<file path="config.mk">
export PLATFORM = sky130hd
export DESIGN_NAME = scrolling_text_console_flat
export DESIGN_NICKNAME = d
export VERILOG_FILES = /design/src/design/stc_pkg.sv /design/src/design/stc_in_if.sv /design/src/design/stc_out_if.sv /design/src/design/stc_cfg_if.sv /design/src/design/scrolling_text_console.sv /design/src/flat_wrapper.sv
export SDC_FILE = /design/constraint.sdc
export NUM_CORES = 1
export LEC_CHECK = 0
export BUFFER_PORTS_ARGS = -buffer_cell sky130_fd_sc_hd__buf_2
export CAP_MARGIN = 40
export CELL_PAD_IN_SITES_DETAIL_PLACEMENT = 0
export CELL_PAD_IN_SITES_GLOBAL_PLACEMENT = 1
export CORE_ASPECT_RATIO = 1.1
export CORE_MARGIN = 5
export CORE_UTILIZATION = 45
export CTS_CLUSTER_SIZE = 24
export DETAILED_ROUTE_END_ITERATION = 7
export GPL_ROUTABILITY_DRIVEN = 1
export PLACE_DENSITY = 0.71
export SETUP_SLACK_MARGIN = 0.2
export SYNTH_ARGS = -nofsm -noshare
export SYNTH_HDL_FRONTEND = slang
export SYNTH_SLANG_ARGS = --single-unit
</file>
<file path="constraint.sdc">
create_clock -name i_clk -period 4.42 [get_ports i_clk]
set_clock_uncertainty 0.2 [all_clocks]
set_input_delay 0.221 -clock i_clk [delete_from_list [all_inputs] [get_ports i_clk]]
set_output_delay 0.221 -clock i_clk [all_outputs]
set_load 0.01 [all_outputs]
</file>
<file path="src/design/stc_pkg.sv">
package stc_pkg;

    localparam int CHAR_W     = 8;
    localparam int OP_W       = 2;
    localparam int POS_W      = 6;
    localparam int CFG_IDX_W  = 1;
    localparam int CFG_DATA_W = 5;

    // LCD command codes
    localparam logic [OP_W-1:0] OP_WRITE  = 2'd0;
    localparam logic [OP_W-1:0] OP_SETPOS = 2'd1;
    localparam logic [OP_W-1:0] OP_HOME   = 2'd2;
    localparam logic [OP_W-1:0] OP_CLEAR  = 2'd3;

    // Input item kinds
    localparam logic KIND_CHAR  = 1'b0;
    localparam logic KIND_CLEAR = 1'b1;

    // Character codes
    localparam logic [CHAR_W-1:0] CH_SPACE = 8'h20;
    localparam logic [CHAR_W-1:0] CH_CR    = 8'd13;
    localparam logic [CHAR_W-1:0] CH_LF    = 8'd10;

    // Configuration register indexes and reset values
    localparam logic [CFG_IDX_W-1:0] CFG_LINE_LENGTH = 1'b0;
    localparam logic [CFG_IDX_W-1:0] CFG_LINE_COUNT  = 1'b1;
    localparam logic [4:0]           LINE_LENGTH_RST = 5'd20;
    localparam logic [1:0]           LINE_COUNT_RST  = 2'd2;

    localparam logic [POS_W-1:0] CURSOR_MAX = 6'd63;

    typedef enum logic [3:0] {
        S_IDLE,
        S_CLR,
        S_CR_START,
        S_CR_EMIT,
        S_NL,
        S_BLANK,
        S_HOME,
        S_RD,
        S_CHR,
        S_SETPOS,
        S_PUTC
    } t_state;

endpackage

</file>
<file path="src/design/stc_in_if.sv">
interface stc_in_if;
    logic                        valid;
    logic                        ready;
    logic                        kind;
    logic [stc_pkg::CHAR_W-1:0]  char_code;

    modport source (output valid, output kind, output char_code, input ready);
    modport sink   (input valid, input kind, input char_code, output ready);
endinterface

</file>
<file path="src/design/stc_out_if.sv">
interface stc_out_if;
    logic                        valid;
    logic                        ready;
    logic [stc_pkg::OP_W-1:0]    lcd_op;
    logic [stc_pkg::CHAR_W-1:0]  out_char;
    logic [stc_pkg::POS_W-1:0]   position;
    logic                        last;

    modport source (output valid, output lcd_op, output out_char, output position,
                    output last, input ready);
    modport sink   (input valid, input lcd_op, input out_char, input position,
                    input last, output ready);
endinterface

</file>
<file path="src/design/stc_cfg_if.sv">
interface stc_cfg_if;
    logic                            valid;
    logic                            ready;
    logic [stc_pkg::CFG_IDX_W-1:0]   index;
    logic [stc_pkg::CFG_DATA_W-1:0]  data;

    modport source (output valid, output index, output data, input ready);
    modport sink   (input valid, input index, input data, output ready);
endinterface

</file>
<file path="src/design/scrolling_text_console.sv">
// Printable character: accepted in idle, then the write state puts its write command in the
// output register once the output slot is free and returns to idle for the next item. Carriage
// return passes a start and an emit state; clear passes a clear and a home state. A line feed
// (or a write past the line end) sets up and blanks the new line, sends home, then redraws
// each stored character (up to capacity) through a read and a write state, as the text store
// has a single registered read port, plus a final set position once wrapped and a write for
// a pending character; output stalls hold each command state. Reset is synchronous and
// returns the store to all spaces at once through per-entry valid bits; no clearing pass.
module scrolling_text_console #(
    parameter int MAX_COLUMNS = 20,
    parameter int MAX_ROWS    = 2
) (
    input  logic             i_clk,
    input  logic             i_rst_n,
    stc_in_if.sink           i_in,
    stc_out_if.source        o_out,
    stc_cfg_if.sink          i_cfg
);

    localparam int DEPTH = MAX_COLUMNS * MAX_ROWS;
    localparam int AW    = $clog2(DEPTH);
    localparam int IDX_W = $clog2(DEPTH + 1);
    localparam int LEN_W = $clog2(MAX_COLUMNS + 1);
    localparam int ROW_W = $clog2(MAX_ROWS + 1);
    localparam int CMP_W = (IDX_W > stc_pkg::POS_W) ? IDX_W : stc_pkg::POS_W;

    function automatic logic [LEN_W-1:0] f_eff_len(input logic [4:0] v);
        logic [LEN_W-1:0] res;
        if (v == 5'd0) begin
            res = LEN_W'(1);
        end else if (int'(v) > MAX_COLUMNS) begin
            res = LEN_W'(MAX_COLUMNS);
        end else begin
            res = LEN_W'(v);
        end
        return res;
    endfunction

    function automatic logic [ROW_W-1:0] f_eff_rows(input logic [1:0] v);
        logic [ROW_W-1:0] res;
        if (v == 2'd0) begin
            res = ROW_W'(1);
        end else if (int'(v) > MAX_ROWS) begin
            res = ROW_W'(MAX_ROWS);
        end else begin
            res = ROW_W'(v);
        end
        return res;
    endfunction

    function automatic logic [stc_pkg::POS_W-1:0] w_setpos_x(input logic [CMP_W-1:0] v);
        return v[stc_pkg::POS_W-1:0];
    endfunction

    stc_pkg::t_state r_state, n_state;

    logic [4:0]                  r_line_length, n_line_length;
    logic [1:0]                  r_line_count, n_line_count;
    logic [IDX_W-1:0]            r_wi, n_wi;
    logic [IDX_W-1:0]            r_line_end, n_line_end;
    logic                        r_wrapped, n_wrapped;
    logic [stc_pkg::POS_W-1:0]   r_cursor, n_cursor;
    logic [IDX_W-1:0]            r_ptr, n_ptr;
    logic [IDX_W-1:0]            r_cnt, n_cnt;
    logic [IDX_W-1:0]            r_tmp, n_tmp;
    logic [stc_pkg::CHAR_W-1:0]  r_char, n_char;
    logic                        r_pending, n_pending;
    logic [DEPTH-1:0]            r_valid, n_valid;

    logic                        r_out_valid;
    logic [stc_pkg::OP_W-1:0]    r_out_op;
    logic [stc_pkg::CHAR_W-1:0]  r_out_char;
    logic [stc_pkg::POS_W-1:0]   r_out_pos;
    logic                        r_out_last;

    logic [stc_pkg::CHAR_W-1:0]  mem [DEPTH];
    logic [stc_pkg::CHAR_W-1:0]  r_rd_data;
    logic                        r_rd_vld;

    logic [LEN_W-1:0]            w_len;
    logic [IDX_W-1:0]            w_len_x;
    logic [IDX_W-1:0]            w_cap;
    logic [CMP_W-1:0]            w_setpos_full;
    logic [IDX_W-1:0]            w_offset;
    logic [CMP_W-1:0]            w_cur_x;
    logic [CMP_W-1:0]            w_off_x;
    logic [stc_pkg::POS_W-1:0]   w_cr_pos;
    logic [IDX_W-1:0]            w_start;
    logic [IDX_W-1:0]            w_ptr_inc;
    logic                        w_slot;
    logic                        w_emit;
    logic [stc_pkg::OP_W-1:0]    w_op;
    logic [stc_pkg::CHAR_W-1:0]  w_ochar;
    logic [stc_pkg::POS_W-1:0]   w_opos;
    logic                        w_olast;
    logic                        w_mem_we;
    logic [stc_pkg::CHAR_W-1:0]  w_mem_wdata;
    logic                        w_in_ready;
    logic                        w_cfg_ready;

    assign w_len         = f_eff_len(r_line_length);
    assign w_len_x       = IDX_W'(w_len);
    assign w_cap         = w_len_x * IDX_W'(f_eff_rows(r_line_count));
    assign w_setpos_full = CMP_W'(w_cap) - CMP_W'(w_len_x);
    assign w_offset      = (r_wi >= r_tmp) ? r_wi - r_tmp : '0;
    assign w_cur_x       = CMP_W'(r_cursor);
    assign w_off_x       = CMP_W'(w_offset);
    assign w_cr_pos      = (w_cur_x >= w_off_x) ? w_setpos_x(w_cur_x - w_off_x) : '0;
    assign w_start       = (r_line_end >= w_cap) ? '0 : r_line_end;
    assign w_ptr_inc     = r_ptr + IDX_W'(1);
    assign w_slot        = !r_out_valid || o_out.ready;

    assign i_in.ready  = w_in_ready;
    assign i_cfg.ready = w_cfg_ready;

    assign o_out.valid    = r_out_valid;
    assign o_out.lcd_op   = r_out_op;
    assign o_out.out_char = r_out_char;
    assign o_out.position = r_out_pos;
    assign o_out.last     = r_out_last;

    always_comb begin
        n_state       = r_state;
        n_line_length = r_line_length;
        n_line_count  = r_line_count;
        n_wi          = r_wi;
        n_line_end    = r_line_end;
        n_wrapped     = r_wrapped;
        n_cursor      = r_cursor;
        n_ptr         = r_ptr;
        n_cnt         = r_cnt;
        n_tmp         = r_tmp;
        n_char        = r_char;
        n_pending     = r_pending;
        n_valid       = r_valid;
        w_emit        = 1'b0;
        w_op          = stc_pkg::OP_WRITE;
        w_ochar       = '0;
        w_opos        = '0;
        w_olast       = 1'b0;
        w_mem_we      = 1'b0;
        w_mem_wdata   = stc_pkg::CH_SPACE;
        w_in_ready    = 1'b0;
        w_cfg_ready   = 1'b0;

        unique case (r_state)
            stc_pkg::S_IDLE: begin
                w_cfg_ready = 1'b1;
                w_in_ready  = !i_cfg.valid;
                if (i_cfg.valid) begin
                    unique case (i_cfg.index)
                        stc_pkg::CFG_LINE_LENGTH: begin
                            n_line_length = i_cfg.data;
                            n_line_end    = IDX_W'(f_eff_len(i_cfg.data));
                        end
                        stc_pkg::CFG_LINE_COUNT: begin
                            n_line_count = i_cfg.data[1:0];
                            n_line_end   = w_len_x;
                        end
                        default: begin
                            n_line_end = w_len_x;
                        end
                    endcase
                    n_valid   = '0;
                    n_wi      = '0;
                    n_wrapped = 1'b0;
                end else if (i_in.valid) begin
                    if (i_in.kind == stc_pkg::KIND_CLEAR) begin
                        n_valid    = '0;
                        n_wi       = '0;
                        n_line_end = w_len_x;
                        n_wrapped  = 1'b0;
                        n_pending  = 1'b0;
                        n_state    = stc_pkg::S_CLR;
                    end else begin
                        case (i_in.char_code)
                            stc_pkg::CH_CR: begin
                                n_state = stc_pkg::S_CR_START;
                            end
                            stc_pkg::CH_LF: begin
                                n_pending = 1'b0;
                                n_state   = stc_pkg::S_NL;
                            end
                            default: begin
                                n_char = i_in.char_code;
                                if (r_wi >= r_line_end) begin
                                    n_pending = 1'b1;
                                    n_state   = stc_pkg::S_NL;
                                end else begin
                                    n_state = stc_pkg::S_PUTC;
                                end
                            end
                        endcase
                    end
                end
            end
            stc_pkg::S_CLR: begin
                if (w_slot) begin
                    w_emit  = 1'b1;
                    w_op    = stc_pkg::OP_CLEAR;
                    n_state = stc_pkg::S_HOME;
                end
            end
            stc_pkg::S_CR_START: begin
                n_tmp   = (r_line_end >= w_len_x) ? r_line_end - w_len_x : '0;
                n_state = stc_pkg::S_CR_EMIT;
            end
            stc_pkg::S_CR_EMIT: begin
                if (w_slot) begin
                    w_emit  = 1'b1;
                    w_op    = stc_pkg::OP_SETPOS;
                    w_opos  = w_cr_pos;
                    w_olast = 1'b1;
                    n_wi    = r_tmp;
                    n_state = stc_pkg::S_IDLE;
                end
            end
            stc_pkg::S_NL: begin
                if (r_line_end >= w_cap) begin
                    n_wrapped = 1'b1;
                end
                n_wi       = w_start;
                n_ptr      = w_start;
                n_cnt      = w_len_x;
                n_line_end = w_start + w_len_x;
                n_state    = stc_pkg::S_BLANK;
            end
            stc_pkg::S_BLANK: begin
                // Blank the new line one entry per cycle before it is redrawn.
                w_mem_we                 = 1'b1;
                w_mem_wdata              = stc_pkg::CH_SPACE;
                n_valid[r_ptr[AW-1:0]]   = 1'b1;
                n_ptr                    = w_ptr_inc;
                n_cnt                    = r_cnt - IDX_W'(1);
                if (r_cnt == IDX_W'(1)) begin
                    n_state = stc_pkg::S_HOME;
                end
            end
            stc_pkg::S_HOME: begin
                if (w_slot) begin
                    w_emit  = 1'b1;
                    w_op    = stc_pkg::OP_HOME;
                    w_olast = !r_wrapped && (r_wi == '0) && !r_pending;
                    if (r_wrapped) begin
                        // Oldest line sits just past the current line end.
                        n_ptr   = (r_line_end == w_cap) ? '0 : r_line_end;
                        n_cnt   = w_cap;
                        n_state = stc_pkg::S_RD;
                    end else begin
                        n_ptr = '0;
                        n_cnt = r_wi;
                        if (r_wi != '0) begin
                            n_state = stc_pkg::S_RD;
                        end else if (r_pending) begin
                            n_state = stc_pkg::S_PUTC;
                        end else begin
                            n_state = stc_pkg::S_IDLE;
                        end
                    end
                end
            end
            stc_pkg::S_RD: begin
                n_state = stc_pkg::S_CHR;
            end
            stc_pkg::S_CHR: begin
                if (w_slot) begin
                    w_emit  = 1'b1;
                    w_op    = stc_pkg::OP_WRITE;
                    w_ochar = r_rd_vld ? r_rd_data : stc_pkg::CH_SPACE;
                    w_olast = (r_cnt == IDX_W'(1)) && !r_wrapped && !r_pending;
                    n_ptr   = (w_ptr_inc == w_cap) ? '0 : w_ptr_inc;
                    n_cnt   = r_cnt - IDX_W'(1);
                    if (r_cnt != IDX_W'(1)) begin
                        n_state = stc_pkg::S_RD;
                    end else if (r_wrapped) begin
                        n_state = stc_pkg::S_SETPOS;
                    end else if (r_pending) begin
                        n_state = stc_pkg::S_PUTC;
                    end else begin
                        n_state = stc_pkg::S_IDLE;
                    end
                end
            end
            stc_pkg::S_SETPOS: begin
                if (w_slot) begin
                    w_emit  = 1'b1;
                    w_op    = stc_pkg::OP_SETPOS;
                    w_opos  = w_setpos_x(w_setpos_full);
                    w_olast = !r_pending;
                    n_state = r_pending ? stc_pkg::S_PUTC : stc_pkg::S_IDLE;
                end
            end
            stc_pkg::S_PUTC: begin
                if (w_slot) begin
                    w_emit                = 1'b1;
                    w_op                  = stc_pkg::OP_WRITE;
                    w_ochar               = r_char;
                    w_olast               = 1'b1;
                    w_mem_we              = 1'b1;
                    w_mem_wdata           = r_char;
                    n_valid[r_wi[AW-1:0]] = 1'b1;
                    n_wi                  = r_wi + IDX_W'(1);
                    n_pending             = 1'b0;
                    n_state               = stc_pkg::S_IDLE;
                end
            end
            default: begin
                n_state = stc_pkg::S_IDLE;
            end
        endcase

        // Track the LCD cursor from each command sent.
        if (w_emit) begin
            unique case (w_op)
                stc_pkg::OP_WRITE: begin
                    if (r_cursor != stc_pkg::CURSOR_MAX) begin
                        n_cursor = r_cursor + stc_pkg::POS_W'(1);
                    end
                end
                stc_pkg::OP_SETPOS: begin
                    n_cursor = w_opos;
                end
                default: begin
                    n_cursor = '0;
                end
            endcase
        end
    end

    always_ff @(posedge i_clk) begin
        if (!i_rst_n) begin
            r_state       <= stc_pkg::S_IDLE;
            r_line_length <= stc_pkg::LINE_LENGTH_RST;
            r_line_count  <= stc_pkg::LINE_COUNT_RST;
            r_wi          <= '0;
            r_line_end    <= IDX_W'(f_eff_len(stc_pkg::LINE_LENGTH_RST));
            r_wrapped     <= 1'b0;
            r_cursor      <= '0;
            r_ptr         <= '0;
            r_cnt         <= '0;
            r_tmp         <= '0;
            r_pending     <= 1'b0;
            r_valid       <= '0;
            r_out_valid   <= 1'b0;
        end else begin
            r_state       <= n_state;
            r_line_length <= n_line_length;
            r_line_count  <= n_line_count;
            r_wi          <= n_wi;
            r_line_end    <= n_line_end;
            r_wrapped     <= n_wrapped;
            r_cursor      <= n_cursor;
            r_ptr         <= n_ptr;
            r_cnt         <= n_cnt;
            r_tmp         <= n_tmp;
            r_pending     <= n_pending;
            r_valid       <= n_valid;
            if (w_emit) begin
                r_out_valid <= 1'b1;
            end else if (o_out.ready) begin
                r_out_valid <= 1'b0;
            end
        end
    end

    always_ff @(posedge i_clk) begin
        r_char <= n_char;
        if (w_emit) begin
            r_out_op   <= w_op;
            r_out_char <= w_ochar;
            r_out_pos  <= w_opos;
            r_out_last <= w_olast;
        end
    end

    // Text store: one write port, one registered read port.
    always_ff @(posedge i_clk) begin
        if (w_mem_we) begin
            if (r_state == stc_pkg::S_PUTC) begin
                mem[r_wi[AW-1:0]] <= w_mem_wdata;
            end else begin
                mem[r_ptr[AW-1:0]] <= w_mem_wdata;
            end
        end
        r_rd_data <= mem[r_ptr[AW-1:0]];
        r_rd_vld  <= r_valid[r_ptr[AW-1:0]];
    end

    a_busy_after_accept: assert property (@(posedge i_clk) disable iff (!i_rst_n)
        (i_in.valid && i_in.ready) |=> !i_in.ready)
        else $error("input taken again right after a transfer");

    a_wi_in_line: assert property (@(posedge i_clk) disable iff (!i_rst_n)
        r_wi <= r_line_end)
        else $error("write index past the current line end");

    a_line_in_store: assert property (@(posedge i_clk) disable iff (!i_rst_n)
        r_line_end <= w_cap)
        else $error("line end beyond store capacity");

    a_burst_open: assert property (@(posedge i_clk) disable iff (!i_rst_n)
        (o_out.valid && o_out.ready && !o_out.last) |-> (r_state != stc_pkg::S_IDLE))
        else $error("burst ended without a final command");

endmodule

</file>
<file path="src/flat_wrapper.sv">
// flat-port wrapper written by rule: the top's interface ports become plain ports
module scrolling_text_console_flat 
#(
    parameter int MAX_COLUMNS = 20,
    parameter int MAX_ROWS    = 2
)
  (i_clk, i_rst_n, i_in_valid, i_in_kind, i_in_char_code, i_in_ready, o_out_valid, o_out_lcd_op, o_out_out_char, o_out_position, o_out_last, o_out_ready, i_cfg_valid, i_cfg_index, i_cfg_data, i_cfg_ready);
  stc_in_if i_in_i ();
  stc_out_if o_out_i ();
  stc_cfg_if i_cfg_i ();
  input  logic i_clk;
  input  logic i_rst_n;
  input wire logic [$bits(i_in_i.valid)-1:0] i_in_valid;
  input wire logic [$bits(i_in_i.kind)-1:0] i_in_kind;
  input wire logic [$bits(i_in_i.char_code)-1:0] i_in_char_code;
  output wire logic [$bits(i_in_i.ready)-1:0] i_in_ready;
  output wire logic [$bits(o_out_i.valid)-1:0] o_out_valid;
  output wire logic [$bits(o_out_i.lcd_op)-1:0] o_out_lcd_op;
  output wire logic [$bits(o_out_i.out_char)-1:0] o_out_out_char;
  output wire logic [$bits(o_out_i.position)-1:0] o_out_position;
  output wire logic [$bits(o_out_i.last)-1:0] o_out_last;
  input wire logic [$bits(o_out_i.ready)-1:0] o_out_ready;
  input wire logic [$bits(i_cfg_i.valid)-1:0] i_cfg_valid;
  input wire logic [$bits(i_cfg_i.index)-1:0] i_cfg_index;
  input wire logic [$bits(i_cfg_i.data)-1:0] i_cfg_data;
  output wire logic [$bits(i_cfg_i.ready)-1:0] i_cfg_ready;
  assign i_in_i.valid = i_in_valid;
  assign i_in_i.kind = i_in_kind;
  assign i_in_i.char_code = i_in_char_code;
  assign i_in_ready = i_in_i.ready;
  assign o_out_valid = o_out_i.valid;
  assign o_out_lcd_op = o_out_i.lcd_op;
  assign o_out_out_char = o_out_i.out_char;
  assign o_out_position = o_out_i.position;
  assign o_out_last = o_out_i.last;
  assign o_out_i.ready = o_out_ready;
  assign i_cfg_i.valid = i_cfg_valid;
  assign i_cfg_i.index = i_cfg_index;
  assign i_cfg_i.data = i_cfg_data;
  assign i_cfg_ready = i_cfg_i.ready;
  scrolling_text_console #(.MAX_COLUMNS(MAX_COLUMNS), .MAX_ROWS(MAX_ROWS)) u_core (.i_clk(i_clk), .i_rst_n(i_rst_n), .i_in(i_in_i), .o_out(o_out_i), .i_cfg(i_cfg_i));
endmodule
</file>
==> results of run 1 <==
final timing paths:
path | startpoint | end | slack (ns) | cells after the start
worst min-delay path | i_in_char_code[7] | u_core.r_char[7] | 0.17 | 2
worst max register to register | u_core.r_line_length[2] | u_core.r_line_end[4] | 0.13 | 23
worst min register to register | u_core.r_valid[25] | u_core.r_valid[25] | 0.27 | 2
worst max-delay path | u_core.r_line_length[2] | u_core.r_line_end[4] | 0.13 | 23
power by group through the flow:
stage / combinational (mW) / clock (mW) / sequential (mW)
after floorplan: 2.38 / 0 / 4.97
after global placement: 3.55 / 0 / 5.03
after CTS: 3.68 / 3.95 / 4.94
after global routing: 4.02 / 4.14 / 4.97
final: 3.72 / 3.89 / 4.95
after detailed placement: 3.62 / 0 / 5.02
area by class of cell:
type | count | area share, %
timing repair buffer | 182 | 5.939
tap | 581 | 3.084
clock buffer | 67 | 5.742
sequential | 443 | 52.31
clock inverter | 20 | 0.6953
multi-input combinational | 1102 | 31.41
inverter | 51 | 0.8120
worst max-delay path, stage by stage, from the launching register on:
cell and delay (ns):
dfxtp_4 0.37, nor3_4 0.18, o21ai_2 0.09, a21oi_2 0.15, ha_2 0.21, inv_2 0.04
fa_2 0.34, inv_1 0.06, a21o_1 0.12, a21oi_2 0.08, xnor2_2 0.22, ha_4 0.26
a21oi_2 0.15, inv_2 0.07, nor4_4 0.28, ha_2 0.22, inv_2 0.04, fa_2 0.39
nor3b_2 0.19, o21ai_1 0.08, o311ai_1 0.08, o211ai_1 0.14, o221ai_1 0.11, nand2_1 0.07
metrics by stage:
step                      hold slack (ns)  std cells
after floorplan                    0.1199       1690
after global placement             0.2186       2323
after detailed placement           0.2192       2328
after CTS                          0.1542       2444
after global routing               0.1641       2446
final                              0.1660       2446
registers in the layout, indices dropped and copies added (netlist names), 2 cells and up:
signal / flops
u_core.o_out.position: 6
u_core.r_wi: 6
u_core.r_char: 8
u_core.r_cursor: 6
u_core.r_rd_data: 8
u_core.r_line_length: 5
u_core.r_cnt: 6
u_core.r_tmp: 6
u_core.r_valid: 40
u_core.r_ptr: 6
u_core.mem: 320
u_core.o_out.out_char: 8
u_core.o_out.lcd_op: 2
u_core.r_state: 4
u_core.r_line_end: 6
cells by family after synthesis:
group,after synthesis,synth area share (%)
AOI/OAI and AO/OA,525,18.09
xor gates and xnor gates,35,1.763
adders and majority gates,54,3.569
buffers and inverters,145,2.986
DFF,443,61.13
muxes,28,1.546
and+or+nand+nor,460,10.92
layout by cell type, fill, tap and decap left out, drive strengths merged, types with 26 or more instances in the layout:
cell           n
dlygate4sd3   26
a21oi         96
dfxtp         98
edfxtp       345
nand3         42
o22ai         43
clkbuf        67
ha            47
o21ai         67
buf          156
inv           54
nor2         151
nand2        126
a22oi        143
timing repair:
action | 4_1_cts | 5_1_grt
endpoints found under the setup margin | 2 | 5
buffers inserted | 3 | 2
resized for setup | 10 | 8
pin swaps | 15 | 4
cloned | 0 | 0
hold buffers | 26 | 0
endpoints found under the hold margin | 23 | 0
layer usage:
metal / share of wire [%] / track usage [%] / wire, µm / up-vias
met2: 50 / 43.87 / 31280 / 600
met4: 4.8 / 10.75 / 3023 / 0
met1: 39 / 31.63 / 24690 / 7441
met3: 6.4 / 3.878 / 4025 / 176
met5: 0 / 0 / 0 / -
li1: - / - / - / 6819
==> results by stage, run 1 <==
Worst setup path:
- The type of the worst setup path is reg2reg.
- The arrival time of the worst setup path is 4.51 ns.
- In this run the worst path has a maximum fanout of 5.
- The worst setup path is launched from a flip-flop.
- The kind of end point of the critical path is a flip-flop.
- For the worst setup path, the data required time is 4.65 ns.

Clocking:
- The number of buffers inserted during clock tree synthesis is 47.
- For the worst-skew pair, the clock arrives at the later sink with an insertion delay of 0.58 ns.
- TritonCTS built the clock tree.
- The clock transition at the registers of the reported paths is 0.06 ns.
- The cell chosen for the clock root is clkbuf_16.
- The maximum clock insertion buffer count is 3.
- CTS built an H-tree with a depth of 2.
- For this design, the sink count on the clock tree is 443.

Drt:
- The remaining number of nets flagged by the antenna check after routing is 0.
- The mean number of vias per cell is 6.147.
- The routed wire length is 63.02 mm.
- The initial detailed-routing violation count is 1,474.
- The number of vias in the routed layout is 15.04k.
- The first TritonRoute pass finished after 8 iterations.
- For this run, design rule violations remaining after detail routing come to 0.
- After detailed routing, the average wire length per cell comes to 25.76 µm.

Finish:
- The signed area change from the synthesized netlist to the final layout is 16.95%.
- The multi-input combinational cells in the finished layout cover a total of 7406 µm².
- After filler insertion, the fill cell instance count of the layout stands at 3,824.
- The fraction of layout instances using a drive strength above 1 is 16.62%.
- Once layout is done, the placed cells without fillers occupy 23,580 µm².
- The net count of the finished layout is 1,900.
- The repair_antennas step left the layout with diodes totalling 0.
- Once layout is complete, the utilization of the core stands at 53.11%.
- The area occupied by registers is 12,330 µm².

Placement:
- The routability-driven placement congestion ratio is 0.9261.
- Input and output buffers added on the ports amount to 39.
- The minimum setup slack after placement is -0.009051 ns.
- After detailed placement, the total cell area comes to 21,690 µm².
- The detailed-placement wirelength estimate is 41.66 mm.

Timing:
- Static timing analysis puts the maximum clock frequency at 233.3 MHz.
- The final cycle utilization of the critical path is 96.96%.
- For the pin with the worst max-slew slack, the measured transition is 0.9134 ns.
- Setup violations remaining at the end of the flow were counted as 0.
- The setup TNS is 0 ns.
- The clock period minus worst slack is 4.285 ns.
- The max-slew violation count is 0.
- The final count of hold timing violations came to 0.
- The worst slew slack as a fraction of its limit is 38.88%.
- Setup repair after global routing could not meet its margin everywhere.
- After layout, the worst setup slack is 0.1345 ns.

Power:
- Cell internal power was estimated by the tool at 8.294 mW.
- The share of total power in combinational logic is 29.6%.
- The cell area power density is 532.8 nW/µm².
- The switching power summed over all nets is 4.267 mW.
- The proportion of total power due to net switching is 33.97%.
- In this run, the clock network consumes 31.0% of the power.
- In this run, flip-flops and latches consume 39.4% of the power.
- The sum of internal, switching and leakage power is 12.56 mW.
- The largest voltage drop on the vdd net is 339.2 µV.
- The leakage dissipation is 8.491 nW.

Floorplan:
- The number of top-level design ports is 40.
- Row generation in the floorplan step produced 81 rows.
- The vertical extent of the die is 232.0 µm.
- The area of the placeable core is 44,390 µm².
- The area enclosed by the die boundary is 49,130 µm².
- The die extent in x is 211.8 µm.
- The starting density of the core is 45.41%.

Synthesis:
- Ranked by total cell area, the synthesized netlist is headed by edfxtp_1 (51%), dfxtp_1 (9.7%), a22oi_1 (5.3%), ha_1 (2.9%), nor2_1 (2.8%).
- The yosys synthesis warning count is 0.
- The most frequent cell after synthesis is edfxtp_1.
- Counting distinct cell types in the post-synthesis netlist gives 84.
- After synthesis the netlist holds a flip-flop and latch count of 443.
- Of all cell types, the one taking the most synthesized area is edfxtp_1.
- The post-synthesis instance total is 1,690.
- Sequential elements use 61.13% of the synthesized area.
- The synthesized area per cell is 11.93 µm².
- Of the post-synthesis cell area, the dominant cell type holds 51.39%.
- For this run, asynchronously set or reset flops after synthesis account for 0%.
- The net count of the mapped netlist is 1,763.
- The mapped cell area is 20,160 µm².
- In the synthesized netlist the dominant register cell turns out to be edfxtp_1.
- Counting instances in the post-synthesis netlist gives the leading cell types as edfxtp_1 (345), nor2_1 (149), a22oi_1 (143).
- In this run, synthesis inferred 345 flip-flops with an integrated enable.

Global route:
- Global routing used 25.34% of the available tracks across all layers.
- The via count of the first global-routing pass is 15.02k.
- The number of antenna violations at the first check in global routing is 0.
- The total overflow reported by the global router is 0.
- The first global-routing pass estimated 94.41 mm of wire.
- The pin count of the biggest net entering global routing is 42.

Worst hold path:
- The worst hold path class is in2reg.

Outcome:
- The run finished with clean final reports.

Job:
- Across the run, the number of max-cap violations was 0.
No activity file was read; power rests on OpenSTA's default activity.
==> run 2, diff against run 1 <==
- CELL_PAD_IN_SITES_DETAIL_PLACEMENT: 0 -> not set
- CELL_PAD_IN_SITES_GLOBAL_PLACEMENT: 1 -> not set
- PLACE_DENSITY: 0.71 -> 0.6
==> results by stage, run 2 (synthesis gave the netlist of run 1 again) <==
Outcome:
- The flow ran to the end, and the final reports show no timing, DRC or antenna violations.

Drt:
- The routed length on met3 is 3.662 mm (-9.0%).
- The top metal layer carrying routed signals is met4.
- The number of search-and-repair iterations in the first detailed-routing pass is 8 (unchanged).
- The initial detailed-routing violation count is 1,786 (+21%).
- The residual DRC count came to 0 (unchanged).
- The detail-routed net length per standard cell is 25.07 µm (-2.7%).
- The remaining number of nets flagged by the antenna check after routing is 0 (unchanged).
- The mean number of vias per cell is 6.175 (+0.45%).
- The routed wire length is 61.16 mm (-2.9%).
- The routed wire length on met2 came to 30.33 mm (-3.0%).
- The routed metal-1 wire length is 24.45 mm (-0.98%).
- The number of vias in the routed layout was 15.07k (+0.20%).

Worst hold path:
- The tightest min-delay check is of the in2reg type.

Finish:
- The number of flip-flops in the largest register is 320 (unchanged).
- The final antenna diode count is 0 (unchanged).
- The filler-free cell count of the finished design is 2,440 (-0.25%).
- The most common library cell in the layout ignoring fill and taps is edfxtp_1.
- The fraction of layout instances using a drive strength above 1 came to 16.46% (-0.16 points).
- The post-route core utilization is 52.93% (-0.18 points).
- The top cell types in the final layout, fill and taps aside, are edfxtp_1 (345), nor2_1 (147), a22oi_1 (143), nand2_1 (124), buf_4 (115).
- The area of all placed cells without fillers came to 23,490 µm² (-0.34%).
- The number of nets in the layout was 1,896 (-0.21%).
- The signed area change from the synthesized netlist to the final layout is 16.55%.

Power:
- The largest voltage drop on the vdd net is 435.5 µV (+28%).
- The sum of internal, switching and leakage power is 12.53 mW (-0.25%).
- The cell area power density is 533.3 nW/µm² (about the same).
- The leakage dissipation is 8.466 nW (-0.29%).

Floorplan:
- The die extent in x is 211.8 µm (unchanged).
- The number of placement rows was 81 (unchanged).
- The vertical extent of the die is 232.0 µm (unchanged).
- The area enclosed by the die boundary was 49,130 µm² (unchanged).
- The starting density of the core is 45.41% (unchanged).
- The area of the placeable core was 44,390 µm² (unchanged).
- The number of top-level design ports is 40 (unchanged).

Timing:
- The peak clock frequency supported by timing came to 232.6 MHz (-0.31%).
- The transition time at the pin with the least slew margin is 0.8868 ns (-0.02661 ns).
- The number of failing setup endpoints in the final timing report is 0 (unchanged).
- The worst slew slack as a fraction of its limit was 40.66% (+1.8 points).
- The max-slew violation count is 0 (unchanged).
- Setup repair after global routing could not meet its margin everywhere.
- The final count of hold timing violations was 0 (unchanged).
- The final cycle utilization of the critical path was 97.25% (+0.30 points).
- The minimum setup slack in the final design came to 0.1214 ns (-0.01312 ns).
- The clock period minus worst slack is 4.299 ns (+0.01312 ns).

Global route:
- The via count of the first global-routing pass is 14.88k (-0.93%).
- The overall routing resource usage is 24.50% (-0.84 points).
- The global-route wire length before repair is 91.68 mm (-2.9%).
- The pin count of the biggest net entering global routing is 42 (unchanged).
- The number of antenna violations at the first check in global routing is 0 (unchanged).
- The total overflow reported by the global router is 0 (unchanged).

Clocking:
- The number of H-tree levels is 2 (unchanged).
- The cell chosen for the clock root is clkbuf_16.
- The maximum clock insertion buffer count is 3 (unchanged).
- The clock latency reported for the late side of the worst-skew pair is 0.60 ns (+0.02 ns).
- The number of buffers inserted during clock tree synthesis is 46 (-2.1%).
- The sink count of the clock tree came to 443 (unchanged).
- TritonCTS built the clock tree.
- The clock transition at the registers of the reported paths is 0.07 ns (about the same).

Worst setup path:
- The most prevalent standard cell on the critical path is inv_2.
- The largest fanout on the critical path was 6 (+1).
- The worst register-to-register path ends at u_core.r_line_end[4].
- The total buffers and inverters traversed by the critical path is 4 (unchanged).
- The startpoint identified for the worst register-to-register timing path is u_core.r_line_length[3].
- The critical path in this run is classified as reg2reg.
- The largest stage delay on the critical path is 0.38 ns (about the same).
- The signal on the critical path passes through nor3_4, o21ai_2, a21oi_2, ha_2, inv_2, fa_2, inv_2, a21o_1, a21oi_4, xnor2_2, ha_4, a21oi_2, inv_1, nor4_2, ha_2, inv_2, fa_2, nor3b_2, o21ai_1, o311ai_1, o211ai_1, o221ai_1, nand2_1.
- The worst reg-to-reg path cell count is 23 (unchanged).
- The count of cell instances traversed by the critical path is 23 (unchanged).
- STA classifies the critical path startpoint as a flip-flop.
- The start point of the critical path is u_core.r_line_length[3].
- The minimum setup slack among reg-to-reg paths was 0.12 ns (about the same).
- The cell class contributing the biggest share of worst-path delay is adder cells.
- The worst path required time came to 4.68 ns (+0.03 ns).
- On the critical path, the stage with the largest delay is an instance of dfxtp_4.
- The worst setup path is captured at a flip-flop.
- The arrival time of the worst setup path is 4.56 ns (+0.05 ns).
- Following the worst setup path forward leads to its endpoint at u_core.r_line_end[4].

Placement:
- The number of buffer cells added on primary ports is 39 (unchanged).
- The instance area after placement is 21,610 µm² (-0.35%).
- The routability-driven placement congestion ratio is 0.8958 (-3.3%).
- The minimum setup slack after placement is -0.02913 ns (-0.02008 ns).
- The number of cells in the design after placement is 2,325 (-0.13%).
- The detailed-placement wirelength estimate is 40.63 mm (-2.5%).

Job:
- The max capacitance violation total was 0 (unchanged).
-- run 2: cell count changes in the layout (fill, tap and decap cells not counted), sizes merged --
cell / change
bufinv: +4
clkinv: +2
clkinvlp: +2
dlygate4sd3: -3
clkbuf: -9
inv: -2
-- run 2: layout make-up --
type / count / area, µm²
inverters: 51 / 191.4
fillers: 3859 / 20900
multi-input cells: 1102 / 7387
flip-flops and latches: 443 / 12330
well taps: 581 / 726.9
clock inverters: 26 / 340.3
clock buffers: 58 / 1206
repair buffers: 179 / 1309
-- run 2: how the worst min path moves through the flow --
| stage | cells past startpoint | start | slack, ns | to |
|---|---|---|---|---|
| floorplan | 0 | i_in_char_code[0] | 0.12 | u_core.r_char[0] |
| global placement | 1 | i_in_char_code[6] | 0.22 | u_core.r_char[6] |
| detailed placement | 1 | i_in_char_code[7] | 0.22 | u_core.r_char[7] |
| CTS | 4 | i_cfg_valid | 0.09 | u_core.r_char[0] |
| global route | 4 | i_cfg_valid | 0.09 | u_core.r_char[0] |
| finish | 4 | i_cfg_valid | 0.11 | u_core.r_char[0] |
-- run 2: repair_timing --
action	4_1_cts	5_1_grt
hold buffers	23	0
resized for setup	9	5
buffers inserted	6	2
setup endpoints to repair	4	4
pin swaps	13	7
hold endpoints to repair	40	0
-- run 2: metal layers --
metal	GRT usage [%]	vias to the layer above
li1	-	6823
met1	31.19	7494
met2	42.05	599
met3	3.851	150
met4	9.563	0
met5	0	-
-- run 2: where the power goes --
part | switching [mW] | internal [mW]
clock | 1.66 | 2.31
combinational | 2.34 | 1.26
sequential | 0.223 | 4.73
-- run 2: per-stage QoR --
step / TNS, ns / hold WS, ns
after floorplan: 0 / 0.1199
after global placement: 0 / 0.2151
after detailed placement: -0.02913 / 0.2184
after CTS: 0 / 0.09307
after global routing: -0.1702 / 0.09060
final: 0 / 0.1111
-- run 2: tightest hold or removal path, delay by kind of cell --
kind          cells  cell delay, ns
buf+inv           2            0.24
simple gates      2            0.28
==> run 3, diff against run 2 <==
- ABC_AREA: not set -> 1
- SKIP_CTS_REPAIR_TIMING: not set -> 1
==> results by stage, run 3 <==
Synthesis:
- The share of synthesized registers carrying an async set or reset is 0% (unchanged).
- The area share of the largest cell type after synthesis was 50.83% (-0.56 points).
- The most frequent cell after synthesis is nand2_1.
- The synthesized area per cell came to 10.11 µm² (-15%).
- After synthesis, the cell types taking the most area are edfxtp_1 (51%), dfxtp_1 (9.6%), nand2_1 (7.1%), a21oi_1 (4.1%), nor2_1 (3.5%).
- The biggest area contributor in the post-synthesis netlist is edfxtp_1.
- The post-synthesis instance total came to 2,016 (+19%).
- The mapped cell area is 20,380 µm² (+1.1%).
- The yosys synthesis warning count came to 0 (unchanged).
- The part of the Yosys area used for sequential elements is 60.46% (-0.66 points).
- The net count of the mapped netlist is 2,089 (+18%).
- By count the netlist is led by nand2_1 (387), edfxtp_1 (345), nor2_1 (190).
- The number of enable flip-flop cells after synthesis is 345 (unchanged).
- The flop and latch count out of synthesis is 443 (unchanged).
- The unique cell type count in the Yosys netlist is 56 (-33%).
- The most used flip-flop cell after synthesis is edfxtp_1.

Timing:
- Setup repair after global routing could not meet its margin everywhere.
- The max-slew violation count is 0 (unchanged).
- The setup TNS came to 0 ns (unchanged).
- The worst slew slack as a fraction of its limit came to 36.36% (-4.3 points).
- The smallest hold slack came to -0.01469 ns (-0.1258 ns).
- The minimum setup slack in the final design came to 0.4094 ns (+0.2880 ns).
- The peak clock frequency supported by timing is 249.3 MHz (+7.2%).
- The final cycle utilization of the critical path is 90.74% (-6.5 points).
- The transition time at the pin with the least slew margin is 0.9474 ns (+0.06062 ns).
- The final count of hold timing violations came to 2 (+2).
- The number of failing setup endpoints in the final timing report came to 0 (unchanged).
- The clock period minus worst slack came to 4.011 ns (-0.2880 ns).

Drt:
- The mean number of vias per cell is 5.635 (-8.7%).
- The routed wire length was 58.90 mm (-3.7%).
- The residual DRC count was 0 (unchanged).
- The number of vias in the routed layout came to 15.50k (+2.8%).
- The initial detailed-routing violation count came to 1,409 (-21%).
- The detail-routed net length per standard cell is 21.42 µm (-15%).
- The remaining number of nets flagged by the antenna check after routing is 0 (unchanged).
- The number of search-and-repair iterations in the first detailed-routing pass came to 8 (unchanged).

Worst setup path:
- Among the stages of the critical path, the cell type that occurs most often is nand2_1.
- The arrival time of the worst setup path is 4.27 ns (-0.29 ns).
- The largest stage delay on the critical path was 0.35 ns (-0.03 ns).
- STA classifies the critical path startpoint as a flip-flop.
- The worst path required time is 4.68 ns (about the same).
- The worst setup path is of the reg2reg kind.
- The worst register-to-register path ends at u_core.r_line_end[4].
- The minimum setup slack among reg-to-reg paths is 0.41 ns (+0.29 ns).
- The worst setup path is captured at a flip-flop.
- The standard cell with the maximum stage delay on the critical path is fa_2.
- The critical register-to-register path startpoint is u_core.r_line_length[3].
- The worst reg-to-reg path cell count is 28 (+22%).
- The largest fanout on the critical path is 4 (-2).

Power:
- The sum of internal, switching and leakage power is 14.57 mW (+16%).
- The cell area power density is 621.7 nW/µm² (+17%).
- The largest voltage drop on the vdd net is 369.1 µV (-15%).
- The leakage dissipation came to 8.839 nW (+4.4%).

Finish:
- The post-route core utilization is 52.56% (-0.36 points).
- The number of nets in the layout is 2,206 (+16%).
- The signed area change from the synthesized netlist to the final layout is 15.01%.
- Leaving out fill and tap cells, the most frequent cell in the layout is nand2_1.
- The filler-free cell count of the finished design is 2,750 (+13%).
- The number of flip-flops in the largest register is 320 (unchanged).
- The library cells used most frequently in the layout, excluding fill and tap cells, are nand2_1 (384), edfxtp_1 (345), inv_1 (183), nor2_1 (175), a21oi_1 (166).
- The fraction of layout instances using a drive strength above 1 is 13.42% (-3.0 points).
- The area of all placed cells without fillers was 23,440 µm² (-0.23%).

Global route:
- The number of antenna violations at the first check in global routing was 0 (unchanged).
- The total overflow reported by the global router is 0 (unchanged).
- The overall routing resource usage was 23.43% (-1.1 points).
- The via count of the first global-routing pass came to 14.98k (+0.67%).
- The pin count of the biggest net entering global routing came to 45 (+7.1%).
- The global-route wire length before repair is 89.11 mm (-2.8%).

Clocking:
- The cell sitting at the root of the clock tree is a clkbuf_16.
- The sink count of the clock tree is 443 (unchanged).
- The number of H-tree levels came to 2 (unchanged).
- TritonCTS built the clock tree.
- The clock latency reported for the late side of the worst-skew pair came to 0.58 ns (-0.02 ns).
- The clock transition at the registers of the reported paths is 0.06 ns (about the same).
- The maximum clock insertion buffer count came to 3 (unchanged).
- The number of buffers inserted during clock tree synthesis was 45 (-2.2%).

Placement:
- The number of cells in the design after placement is 2,642 (+14%).
- The routability-driven placement congestion ratio is 0.9173 (+2.4%).
- The detailed-placement wirelength estimate is 39.66 mm (-2.4%).
- The instance area after placement is 21,650 µm² (+0.19%).
- The minimum setup slack after placement came to 0.09402 ns (+0.1232 ns).
- The number of buffer cells added on primary ports is 39 (unchanged).

Floorplan:
- The number of top-level design ports is 40 (unchanged).
- The number of placement rows is 81 (unchanged).
- The area of the placeable core is 44,590 µm² (+0.46%).
- The die extent in x is 212.9 µm (+0.52%).
- The starting density of the core was 45.70% (+0.29 points).
- The vertical extent of the die is 233.2 µm (+0.52%).
- The area enclosed by the die boundary is 49,650 µm² (+1.0%).

Outcome:
- The run finished, with violations left.
- The final reports fail on negative hold slack.

Worst hold path:
- The cell depth of the worst min-delay path is 6 (+2).
- The worst hold path belongs to the class in2reg.
- The worst hold path begins at i_in_kind.
- For hold timing, the worst endpoint is u_core.r_pending.

Job:
- The max capacitance violation total is 0 (unchanged).
==> run 3: critical path: cells and delay by family, from the launching register on <==
kind / cells / cell delay, ns
adders and majority gates: 5 / 1.28
xor gates and xnor gates: 1 / 0.16
buffers and inverters: 5 / 0.29
and+or+nand+nor: 14 / 1.23
AOI/OAI and AO/OA: 3 / 0.39
DFF: 1 / 0.34
==> run 3: cell families after synthesis <==
logic type / after synthesis / share of synthesized area, %
and+or+nand+nor: 770 / 16.31
xor gates and xnor gates: 18 / 0.7736
AOI/OAI and AO/OA: 443 / 13.21
adders and majority gates: 53 / 3.475
DFF: 443 / 60.46
buffers and inverters: 289 / 5.771
==> run 3: area by class of cell <==
type | count | area (µm²)
timing repair buffer | 147 | 1120
clock inverter | 25 | 267.8
multi-input combinational | 1284 | 6972
antenna | 1 | 2.502
clock buffer | 57 | 1222
sequential | 443 | 12330
tap | 581 | 726.9
fill | 4022 | 21150
inverter | 212 | 800.8
==> run 3: power by group <==
part           switching [mW]  internal [mW]  leakage, nW
logic                    3.80           1.86         4.06
clock network            1.62           2.25        0.729
registers               0.238           4.81         4.05
total                    5.65           8.92         8.84
==> run 3: how the worst max path moves through the flow <==
stage / startpoint / endpoint / slack, ns / depth (start not counted)
3_5_place_dp: u_core.r_line_length[4] / u_core.r_line_end[4] / 0.09 / 27
3_3_place_gp: u_core.r_line_length[2] / u_core.r_line_end[4] / 0.23 / 28
2_1_floorplan: u_core.r_line_length[2] / u_core.r_line_end[4] / 0.24 / 28
4_1_cts: u_core.r_line_length[4] / u_core.r_line_end[4] / 0.07 / 27
6_report: u_core.r_line_length[3] / u_core.r_line_end[4] / 0.41 / 28
5_1_grt: u_core.r_line_length[3] / u_core.r_line_end[4] / 0.13 / 28
==> run 3: per-layer routing <==
metal	up-vias	share of wire (%)	wire (µm)	global-route usage (%)
li1	7342	-	-	-
met1	7495	41	24070	30.11
met2	537	50	29420	40.88
met3	121	6.1	3564	3.264
met4	0	3.1	1849	7.742
met5	-	0	0	0
